===== config.mk =====
export PLATFORM = sky130hd
export DESIGN_NAME = bre_ctrl
export DESIGN_NICKNAME = d
export VERILOG_FILES = /design/src/rtl/bre_pkg.sv /design/src/rtl/bre_ctrl.sv
export SDC_FILE = /design/constraint.sdc
export NUM_CORES = 1
export LEC_CHECK = 0
export ABC_AREA = 1
export ABC_CLOCK_PERIOD_IN_PS = 1200
export BUFFER_PORTS_ARGS = -buffer_cell sky130_fd_sc_hd__buf_2
export CORE_AREA = 2 2 39 41
export CTS_CLUSTER_DIAMETER = 50
export CTS_CLUSTER_SIZE = 28
export DETAILED_ROUTE_END_ITERATION = 16
export DIE_AREA = 0 0 41 43
export SYNTH_ARGS = -nofsm -noshare
export SYNTH_HDL_FRONTEND = slang
export SYNTH_SLANG_ARGS = --single-unit

===== constraint.sdc =====
create_clock -name clk -period 1.2 [get_ports clk]
set_input_delay 0.24 -clock clk [delete_from_list [all_inputs] [get_ports clk]]
set_output_delay 0.24 -clock clk [all_outputs]
set_load 0.01 [all_outputs]

===== src/rtl/bre_pkg.sv =====
`timescale 1ns / 1ps

package bre_pkg;

    localparam int WORD_BITS  = 64;
    localparam int MAP_WORDS  = 64;
    localparam int MAP_BITS   = WORD_BITS * MAP_WORDS;
    localparam int BIT_IDX_W  = $clog2(WORD_BITS);
    localparam int ADDR_W     = (MAP_WORDS > 1) ? $clog2(MAP_WORDS) : 1;
    localparam int OPCODE_W   = 2;
    localparam int START_W    = 12;
    localparam int LENGTH_W   = 13;
    // Wide enough for the largest start plus the largest length.
    localparam int END_W      = 14;

    localparam logic [OPCODE_W-1:0] OP_TEST  = 2'd0;
    localparam logic [OPCODE_W-1:0] OP_CLEAR = 2'd1;
    localparam logic [OPCODE_W-1:0] OP_SET   = 2'd2;
    localparam logic [OPCODE_W-1:0] OP_NONE  = 2'd3;

    typedef struct packed {
        logic [OPCODE_W-1:0] opcode;
        logic [START_W-1:0]  region_start;
        logic [LENGTH_W-1:0] region_length;
    } req_t;

    typedef struct packed {
        logic is_empty;
        logic out_of_range;
    } rsp_t;

    typedef enum logic [1:0] {
        ST_IDLE,
        ST_CHECK,
        ST_RUN,
        ST_DONE
    } state_t;

    // Commands from the controller to the datapath.
    typedef struct packed {
        logic load_req;
        logic start_scan;
        logic step;
        logic load_out;
    } cmd_t;

    // Status from the datapath to the controller.
    typedef struct packed {
        logic skip;
        logic at_last;
    } sts_t;

endpackage


===== src/rtl/bre_ctrl.sv =====
`timescale 1ns / 1ps

module bre_ctrl
    import bre_pkg::*;
(
    input  logic   clk,
    input  logic   rst_n,
    input  logic   req_valid,
    output logic   req_ready,
    output logic   rsp_valid,
    input  logic   rsp_ready,
    input  sts_t   sts,
    output cmd_t   cmd
);

    state_t state_reg, state_next;
    logic   rsp_valid_reg, rsp_valid_next;

    always_ff @(posedge clk or negedge rst_n)
    begin
        if (!rst_n)
        begin
            state_reg     <= ST_IDLE;
            rsp_valid_reg <= 1'b0;
        end
        else
        begin
            state_reg     <= state_next;
            rsp_valid_reg <= rsp_valid_next;
        end
    end

    always_comb
    begin
        state_next = state_reg;
        cmd        = '0;
        req_ready  = 1'b0;
        unique case (state_reg)
            ST_IDLE:
            begin
                req_ready = 1'b1;
                if (req_valid)
                begin
                    cmd.load_req = 1'b1;
                    state_next   = ST_CHECK;
                end
            end
            ST_CHECK:
            begin
                if (sts.skip)
                begin
                    state_next = ST_DONE;
                end
                else
                begin
                    cmd.start_scan = 1'b1;
                    state_next     = ST_RUN;
                end
            end
            ST_RUN:
            begin
                cmd.step = 1'b1;
                if (sts.at_last)
                begin
                    state_next = ST_DONE;
                end
            end
            ST_DONE:
            begin
                // Hold the result until the output register is free.
                if (!rsp_valid_reg || rsp_ready)
                begin
                    cmd.load_out = 1'b1;
                    state_next   = ST_IDLE;
                end
            end
            default:
            begin
                state_next = ST_IDLE;
            end
        endcase

        rsp_valid_next = cmd.load_out | (rsp_valid_reg & ~rsp_ready);
    end

    assign rsp_valid = rsp_valid_reg;

endmodule


==> flow_summary_export.csv, run 1 <==
group,metric,value,unit
clock_network,clock_path_buffers,2,
cells_and_area,final_cell_mix,"nand2_1, buf_2, buf_4",
placement,io_buffer_count,11,
power_and_ir_drop,power_frac_seq,21.3,%
clock_network,cts_buffers,3,
critical_path,crit_type,"reg2out",
cells_and_area,largest_reg_flops,2,
logic_synthesis,yosys.area_share.simple,32.02,%
critical_path,arrival,1.13,ns
logic_synthesis,postSynthNetCount,46,
drt,viasPerCell,3.867,
drt,wl_per_cell,9.107,µm
logic_synthesis,synth_seq_cells,3,
sta,worst_slew_pin_slew,0.1917,ns
drt,vias,290,
sta,finalSetupViolations,5,
critical_path,cp_slowest_cell,"dfrtp_2",
power_and_ir_drop,p_sw_share,43.24,%
logic_synthesis,syn_area,254.0,µm²
placement,post_dp_cell_area,336.6,µm²
drt,drtIter0Drc,1,
worst_hold_path,min_path_type,"in2reg",
global_route,grt-ovfl-total,0,
logic_synthesis,ys_seq_area_share,29.56,%
flow_run,maxCapViolCount,0,
die,ios,12,
cells_and_area,stdcell_area,499.2,µm²
power_and_ir_drop,pwr-share-clk,13.5,%
sta,slew_viol_final,0,
global_route,track_usage,8.056,%
cells_and_area,syn2layout_area_growth,96.55,%
drt,ant_nets,0,
global_route,grt_max_degree,5,
drt,drc,0,
power_and_ir_drop,p_int,0.7389,mW
sta,timing.final.crit_share,114.1,%
global_route,antenna_found_initial,0,
sta,rsz0062_at_grt,"true",
global_route,grt_pass1_wl,924,µm
logic_synthesis,avgSynthCellArea,7.055,µm²
sta,holdWs,0.3182,ns
power_and_ir_drop,pwr-share-comb,65.2,%
cells_and_area,final_cells,75,
power_and_ir_drop,vdd_ir_drop_max,1242,µV
die,rows,14,
placement,gp_congestion,0.6765,
clock_network,cts.sinks,3,
critical_path,crit_path_max_fanout,4,
critical_path,slowest_delay,0.45,ns
die,die_w,41,µm
sta,fin_setup_tns,-0.7239,ns
logic_synthesis,synth_cells,36,
power_and_ir_drop,p_per_area,2607,nW/µm²
critical_path,required,0.96,ns
cells_and_area,layout-drive-gt1-share,62.71,%
logic_synthesis,synth_fa_ha_area_share,19.70,%
clock_network,htree_num_levels,1,
die,initial_core_util,18.35,%
logic_synthesis,yosysWarnings,0,
cells_and_area,n_fill_cell,148,
outcome,violations,"setup timing",
clock_network,clkTransAtPathRegs,0.04,ns
logic_synthesis,synth_top_family_by_area,"simple AND/OR/NAND/NOR gates",
logic_synthesis,synth_compound_area_share,5.419,%
clock_network,root_buffer,"clkbuf_4",
drt,wirelength,683,µm
die,die_area,1763,µm²
logic_synthesis,synth_xor_xnor_area_share,0,%
power_and_ir_drop,power.switching,0.5629,mW
placement,place_hpwl,374.4,µm
sta,setup_ws,-0.1695,ns
sta,fin_crit,1.369,ns
logic_synthesis,synth.distinct_cells,12,
logic_synthesis,muxShareOfSynthArea,0,%
clock_network,cts_tree,"done",
placement,dp.cells,64,
critical_path,path_cells,"inv_4 -> ha_4 -> inv_2 -> nor2_1 -> buf_2",
placement,pre_cts_ws,-0.02478,ns
cells_and_area,nets,70,
drt,drt_pass1_iterations,3,
clock_network,clock_latency,0.23,ns
sta,clock_skew,0.0005526,ns
sta,hold_viol_final,0,
critical_path,cp-end-kind,"primary output",
global_route,grt_pass1_vias,243,
sta,slew_headroom,87.22,%
sta,fmax,730.2,MHz
cells_and_area,antenna_cells,0,
critical_path,crit_path_start_kind,"flop",
outcome,outcome,"complete, but fails checks",
die,core,1384,µm²
die,die_y,43,µm
power_and_ir_drop,power_leakage,0.2801,nW
-- Yosys cell counts --
cell type   n  area, µm²
nand3_2     1      10.01
nand3_1     2      10.01
nand2_1    11      41.29
nand2_2     1      6.260
dfrtp_1     3      75.07
nor2_1      2      7.510
ha_1        4      50.05
nand4_1     1      6.260
inv_1       8      30.03
inv_2       1      3.750
a21oi_2     1      8.760
a21oi_1     1      5.000
-- power by group through the flow --
stage / clock network, mW / registers (mW) / logic, mW
finish: 0.176 / 0.277 / 0.848
CTS: 0.189 / 0.264 / 0.775
global placement: 0 / 0.226 / 0.511
detailed placement: 0 / 0.228 / 0.512
global route: 0.195 / 0.283 / 0.934
floorplan: 0 / 0.222 / 0.348
-- logic make-up (layout without fill, tap and decap cells) --
logic type | Yosys count | in the layout
flops | 3 | 3
compound gates | 2 | 2
buf+inv | 9 | 32
simple gates | 18 | 18
fa+ha+maj | 4 | 4
-- cell type report --
| type | instances | area [µm²] | share of cell area [%] |
|---|---|---|---|
| flip-flops and latches | 3 | 77.57 | 15.54 |
| multi-input cells | 24 | 209.0 | 41.85 |
| clock buffers | 4 | 26.28 | 5.263 |
| repair buffers | 19 | 127.6 | 25.56 |
| well taps | 16 | 20.02 | 4.010 |
| inverters | 9 | 38.79 | 7.769 |
-- worst paths after layout --
kind | slack, ns | depth (start not counted) | to | startpoint
worst min register to register | 0.59 | 2 | rsp_valid | rsp_valid
max in group asynchronous | 0.75 | 2 | state_reg[1] | rst_n
worst max-delay path | -0.17 | 5 | cmd[2] | state_reg[1]
worst min-delay path | 0.32 | 4 | rsp_valid | rsp_ready
min in group asynchronous | 0.33 | 2 | state_reg[0] | rst_n
worst max register to register | 0 | 7 | state_reg[0] | state_reg[0]
-- critical path: cells and delay by family, from the launching register on --
family                   cells  cell delay, ns
buffers and inverters        3            0.26
AND/OR/NAND/NOR              1            0.06
flip-flops                   1            0.45
adder cells (fa/ha/maj)      1            0.13
-- layer usage --
metal | track usage (%) | vias up | wire length (µm)
li1 | - | 155 | -
met1 | 8.766 | 126 | 265
met2 | 12.81 | 9 | 381
met3 | 1.571 | 0 | 35
met4 | 6.000 | 0 | 0
met5 | 0 | - | 0
-- through the flow --
| step | util [%] | power [mW] |
|---|---|---|
| 2_1_floorplan | - | 0.5709 |
| 6_report | 36.08 | 1.302 |
| 5_1_grt | 36.08 | 1.413 |
| 3_5_place_dp | 24.32 | 0.7403 |
| 4_1_cts | 34.27 | 1.228 |
| 3_3_place_gp | 24.32 | 0.7363 |
-- repair_timing --
action / 4_1_cts / 5_1_grt
endpoints found under the setup margin: 7 / 7
resized for setup: 19 / 2
pin swaps: 2 / 4
hold buffers: 1 / 0
buffers inserted: 4 / 2
hold endpoints to repair: 3 / 0
(Power assumes the default switching activity.)
==> run 2: changes to the inputs <==
--- a/config.mk
+++ b/config.mk
@@ -5,7 +5,7 @@
 export SDC_FILE = /design/constraint.sdc
 export NUM_CORES = 1
 export LEC_CHECK = 0
-export ABC_AREA = 1
+export ABC_AREA = 0
 export ABC_CLOCK_PERIOD_IN_PS = 1200
 export BUFFER_PORTS_ARGS = -buffer_cell sky130_fd_sc_hd__buf_2
 export CORE_AREA = 2 2 39 41
==> flow_summary_export.csv, run 2 <==
group,metric,value,unit
outcome,outcome,"complete, but fails checks",
outcome,violations,"setup timing",
critical_path,r2r_cells,5,
clock_network,clkTransAtPathRegs,0.04,ns
sta,clock_skew,0.001200,ns
sta,setup_ws,-0.2252,ns
critical_path,cp-end-kind,"primary output",
critical_path,required,0.96,ns
cells_and_area,final_cell_mix,"buf_2, buf_6, buf_4",
clock_network,cts_buffers,3,
flow_run,maxCapViolCount,0,
drt,drtIter0Drc,0,
logic_synthesis,postSynthNetCount,32,
die,initial_core_util,17.99,%
logic_synthesis,async_flop_share,100.0,%
clock_network,htree_num_levels,1,
power_and_ir_drop,vdd_ir_drop_max,1184,µV
global_route,track_usage,7.638,%
critical_path,arrival,1.19,ns
logic_synthesis,yosysWarnings,0,
logic_synthesis,yosysTopAreaCell,"dfrtp_1",
logic_synthesis,synth_edf_count,0,
die,die_area,1763,µm²
logic_synthesis,synth.distinct_cells,14,
die,core,1384,µm²
cells_and_area,layout-drive-gt1-share,76.09,%
power_and_ir_drop,power_leakage,0.2395,nW
logic_synthesis,ys.flop_type,"dfrtp_1",
power_and_ir_drop,p_sw_share,36.41,%
cells_and_area,largest_reg_flops,2,
clock_network,clock_latency,0.24,ns
worst_hold_path,min_path_type,"in2reg",
clock_network,root_buffer,"clkbuf_4",
drt,wl_per_cell,8.581,µm
clock_network,cts.sinks,3,
logic_synthesis,synth_cells,22,
die,die_y,43,µm
critical_path,crit_path_max_fanout,3,
sta,fin_crit,1.425,ns
placement,gp_congestion,0.7134,
cells_and_area,antenna_cells,0,
worst_hold_path,holdCritStartpoint,"rsp_ready",
drt,wirelength,532,µm
cells_and_area,final_cells,62,
clock_network,clock_path_buffers,2,
drt,drc,0,
sta,hold_viol_final,0,
sta,fmax,701.6,MHz
cells_and_area,nets,57,
sta,holdWs,0.3074,ns
logic_synthesis,synth_seq_cells,3,
sta,slew_viol_final,0,
sta,slew_headroom,86.75,%
critical_path,critical_path.endpoint,"cmd[2]",
cells_and_area,syn2layout_area_growth,99.50,%
sta,timing.final.crit_share,118.8,%
logic_synthesis,syn_area,249.0,µm²
logic_synthesis,synthTopCellsByArea,"dfrtp_1, ha_1, o221ai_4, inv_1, mux2_4",
power_and_ir_drop,pwr-share-clk,13.2,%
placement,io_buffer_count,11,
critical_path,crit_path_start_kind,"flop",
logic_synthesis,ys_seq_area_share,30.15,%
sta,worst_slew_pin_slew,0.1987,ns
critical_path,r2r-start,"state_reg[0]",
logic_synthesis,avgSynthCellArea,11.32,µm²
power_and_ir_drop,power.switching,0.4981,mW
power_and_ir_drop,pwr-share-comb,69.0,%
cells_and_area,final_common_cell,"buf_2",
power_and_ir_drop,p_int,0.8698,mW
critical_path,ff2ff_setup_slack,-0.19,ns
global_route,grt-ovfl-total,0,
placement,dp.cells,53,
drt,viasPerCell,3.903,
sta,finalSetupViolations,7,
global_route,antenna_found_initial,0,
critical_path,crit_type,"reg2out",
drt,ant_nets,0,
global_route,grt_max_degree,6,
die,ios,12,
global_route,grt_pass1_wl,841,µm
power_and_ir_drop,p_per_area,2754,nW/µm²
drt,drt_pass1_iterations,1,
die,rows,14,
clock_network,cts_tree,"done",
drt,vias,242,
critical_path,rr_endpoint,"state_reg[1]",
die,die_w,41,µm
logic_synthesis,synth_top_area_share,30.15,%
power_and_ir_drop,power_frac_seq,17.8,%
critical_path,startpoint,"state_reg[0]",
sta,rsz0062_at_grt,"true",
logic_synthesis,synth_common_cells,"ha_1, inv_1, dfrtp_1",
global_route,grt_pass1_vias,222,
run 2: cell count changes after synthesis, moves of 2 or more:
cell / before / now
nor2_1: 2 / 0
inv_1: 8 / 4
nand3_1: 2 / 0
nand2_1: 11 / 1
run 2: worst min path at each step:
stage | slack, ns | end | cells after the start
floorplan | -0.06 | rsp_valid | 0
global placement | 0.04 | rsp_valid | 1
detailed placement | 0.04 | rsp_valid | 1
CTS | 0.30 | rsp_valid | 3
global route | 0.31 | rsp_valid | 3
finish | 0.31 | rsp_valid | 3
run 2: cells by family after synthesis:
| group | count (synthesis) | share of synthesized area, % |
|---|---|---|
| buf+inv | 4 | 6.028 |
| fa+ha+maj | 4 | 20.10 |
| flops | 3 | 30.15 |
| mux | 2 | 10.05 |
| compound gates | 2 | 13.57 |
| simple gates | 7 | 20.11 |
run 2: final cells by class:
type / instances / area [µm²]
Inverter: 4 / 17.52
Clock buffer: 4 / 26.28
Timing Repair Buffer: 20 / 155.1
Multi-Input combinational cell: 15 / 201.4
Fill cell: 146 / 887.1
Tap cell: 16 / 20.02
Sequential cell: 3 / 76.32
run 2: power groups by stage:
stage / Combinational (mW) / Clock, mW / Sequential, mW
5_1_grt: 1.05 / 0.197 / 0.256
6_report: 0.944 / 0.181 / 0.243
3_5_place_dp: 0.695 / 0 / 0.234
3_3_place_gp: 0.688 / 0 / 0.235
2_1_floorplan: 0.463 / 0 / 0.231
4_1_cts: 0.849 / 0.192 / 0.245
run 2: worst max-delay path: stages, from the launching register on:
cell and delay, ns:
dfrtp_1 0.42, buf_6 0.14, ha_4 0.14, nor2b_1 0.12, buf_2 0.13
run 2: layer usage:
layer | global-route usage [%] | vias up | routed length (µm)
met5 | 0 | - | 0
met4 | 8.000 | 0 | 15
met3 | 3.141 | 2 | 36
met2 | 9.688 | 10 | 261
met1 | 8.710 | 111 | 218
li1 | - | 119 | -
run 2: what timing repair did:
item,4_1_cts,5_1_grt
pin swaps,3,3
setup endpoints to repair,7,7
buffers inserted,2,2
hold buffers,1,0
hold endpoints to repair,3,0
gates resized for setup,9,3
run 2: per-stage QoR:
stage	instance area [µm²]	setup TNS, ns	total power, mW	utilization, %	worst slack, ns
final	496.7	-1.325	1.368	35.90	-0.2252
after global routing	496.7	-1.792	1.498	35.90	-0.2838
after CTS	466.7	-1.272	1.286	33.73	-0.2279
after detailed placement	379.1	-0.3346	0.9297	27.40	-0.1672
after global placement	379.1	-0.3271	0.9232	27.40	-0.1640
after floorplan	274.0	-0.1186	0.6933	-	-0.1186
==> run 3: changes to the inputs <==
--- a/config.mk
+++ b/config.mk
@@ -8,11 +8,14 @@
 export ABC_AREA = 0
 export ABC_CLOCK_PERIOD_IN_PS = 1200
 export BUFFER_PORTS_ARGS = -buffer_cell sky130_fd_sc_hd__buf_2
+export CELL_PAD_IN_SITES_DETAIL_PLACEMENT = 1
+export CELL_PAD_IN_SITES_GLOBAL_PLACEMENT = 1
 export CORE_AREA = 2 2 39 41
 export CTS_CLUSTER_DIAMETER = 50
 export CTS_CLUSTER_SIZE = 28
 export DETAILED_ROUTE_END_ITERATION = 16
 export DIE_AREA = 0 0 41 43
+export PLACE_DENSITY_LB_ADDON = 0.1
 export SYNTH_ARGS = -nofsm -noshare
 export SYNTH_HDL_FRONTEND = slang
 export SYNTH_SLANG_ARGS = --single-unit
==> flow_summary_export.csv, run 3 (synthesis gave the netlist of run 2 again) <==
group,metric,value,unit
outcome,outcome,"complete, but fails checks",
outcome,violations,"setup timing",
drt,drt_pass1_iterations,1,
critical_path,crit_type,"reg2out",
cells_and_area,syn2layout_area_growth,94.97,%
cells_and_area,largest_reg_flops,2,
critical_path,crit_path_max_fanout,3,
sta,rsz0062_at_grt,"true",
placement,place_hpwl,452.7,µm
die,core,1384,µm²
clock_network,cts.sinks,3,
critical_path,startpoint,"state_reg[0]",
placement,io_buffer_count,11,
die,die_y,43,µm
drt,viasPerCell,4.000,
global_route,track_usage,9.529,%
drt,drtIter0Drc,0,
sta,worst_slew_pin_slew,0.1952,ns
sta,slew_headroom,86.91,%
cells_and_area,nets,56,
sta,fin_setup_tns,-1.422,ns
drt,ant_nets,0,
global_route,grt-ovfl-total,0,
cells_and_area,layout-drive-gt1-share,75.56,%
global_route,antenna_found_initial,0,
sta,finalSetupViolations,7,
sta,setup_ws,-0.2583,ns
cells_and_area,final_cell_mix,"buf_2, buf_6, buf_4",
drt,drc,0,
clock_network,cts_buffers,3,
flow_run,maxCapViolCount,0,
worst_hold_path,min_path_type,"in2reg",
power_and_ir_drop,power_leakage,0.2364,nW
critical_path,arrival,1.22,ns
critical_path,r2r_cells,6,
placement,dp.cells,53,
global_route,grt_max_degree,4,
die,ios,12,
critical_path,cp-end-kind,"primary output",
critical_path,required,0.96,ns
power_and_ir_drop,p_per_area,2747,nW/µm²
die,die_area,1763,µm²
cells_and_area,final_cells,61,
power_and_ir_drop,power.total,1.333,mW
drt,vias,244,
drt,wirelength,604,µm
clock_network,htree_num_levels,1,
sta,fin_crit,1.458,ns
clock_network,clock_latency,0.24,ns
die,initial_core_util,17.99,%
die,die_w,41,µm
global_route,grt_pass1_vias,258,
sta,timing.final.crit_share,121.5,%
sta,hold_viol_final,0,
critical_path,r2r-start,"state_reg[0]",
worst_hold_path,holdCritStartpoint,"rsp_ready",
cells_and_area,antenna_cells,0,
die,rows,14,
sta,slew_viol_final,0,
clock_network,root_buffer,"clkbuf_4",
cells_and_area,final_common_cell,"buf_2",
clock_network,clkTransAtPathRegs,0.04,ns
power_and_ir_drop,vdd_ir_drop_max,858.1,µV
critical_path,crit_path_start_kind,"flop",
sta,clock_skew,0.006524,ns
sta,fmax,685.7,MHz
clock_network,clock_path_buffers,2,
drt,wl_per_cell,9.902,µm
global_route,grt_pass1_wl,1028,µm
worst_hold_path,whs_path_depth,3,
placement,gp_congestion,0.6667,
clock_network,cts_tree,"done",
## run 3: cell type report
type	instances	area [µm²]
clock buffer	4	26.28
fill	164	898.4
inverter	4	15.01
multi-input combinational	15	206.4
sequential	3	76.32
tap	16	20.02
timing repair buffer	19	141.4
## run 3: report_power, final
| group | switching [mW] | internal [mW] | leakage [nW] | total (mW) |
|---|---|---|---|---|
| logic | 0.383 | 0.545 | 0.187 | 0.928 |
| clock network | 0.0564 | 0.125 | 0.0150 | 0.181 |
| registers | 0.0628 | 0.162 | 0.0346 | 0.225 |
## run 3: per-stage QoR
step | hold slack, ns | util, % | instance area (µm²) | setup WS (ns)
after floorplan | -0.05559 | - | 274.0 | -0.1186
after global placement | 0.03536 | 27.40 | 379.1 | -0.1983
after detailed placement | 0.03846 | 27.40 | 379.1 | -0.1742
after CTS | 0.2955 | 34.09 | 471.7 | -0.2589
after global routing | 0.3008 | 35.08 | 485.5 | -0.2988
final | 0.2989 | 35.08 | 485.5 | -0.2583
## run 3: final timing paths
check                                to  slack [ns]
setup / recovery                 cmd[3]       -0.26
hold / removal                rsp_valid        0.30
setup reg to reg           state_reg[1]       -0.23
hold reg to reg               rsp_valid        0.55
max in group asynchronous  state_reg[1]        0.75
min in group asynchronous     rsp_valid        0.32
## run 3: layer usage
layer	share of wire, %	track usage (%)
met1	35	8.974
met2	51	13.44
met3	7.6	4.712
met4	6.0	10.00
met5	0	0
## run 3: timing repair
item / in CTS / in global routing
setup endpoints to repair: 7 / 7
buffers inserted: 3 / 0
hold buffers: 1 / 0
resized for setup: 8 / 2
endpoints found under the hold margin: 3 / 0
pin swaps: 2 / 0
gates cloned: 0 / 0
## run 3: critical path, cell delays in order (launching register included)
cell and delay (ns):
dfrtp_1 0.41, inv_2 0.07, ha_4 0.16, buf_6 0.10, and2_4 0.12, buf_6 0.11
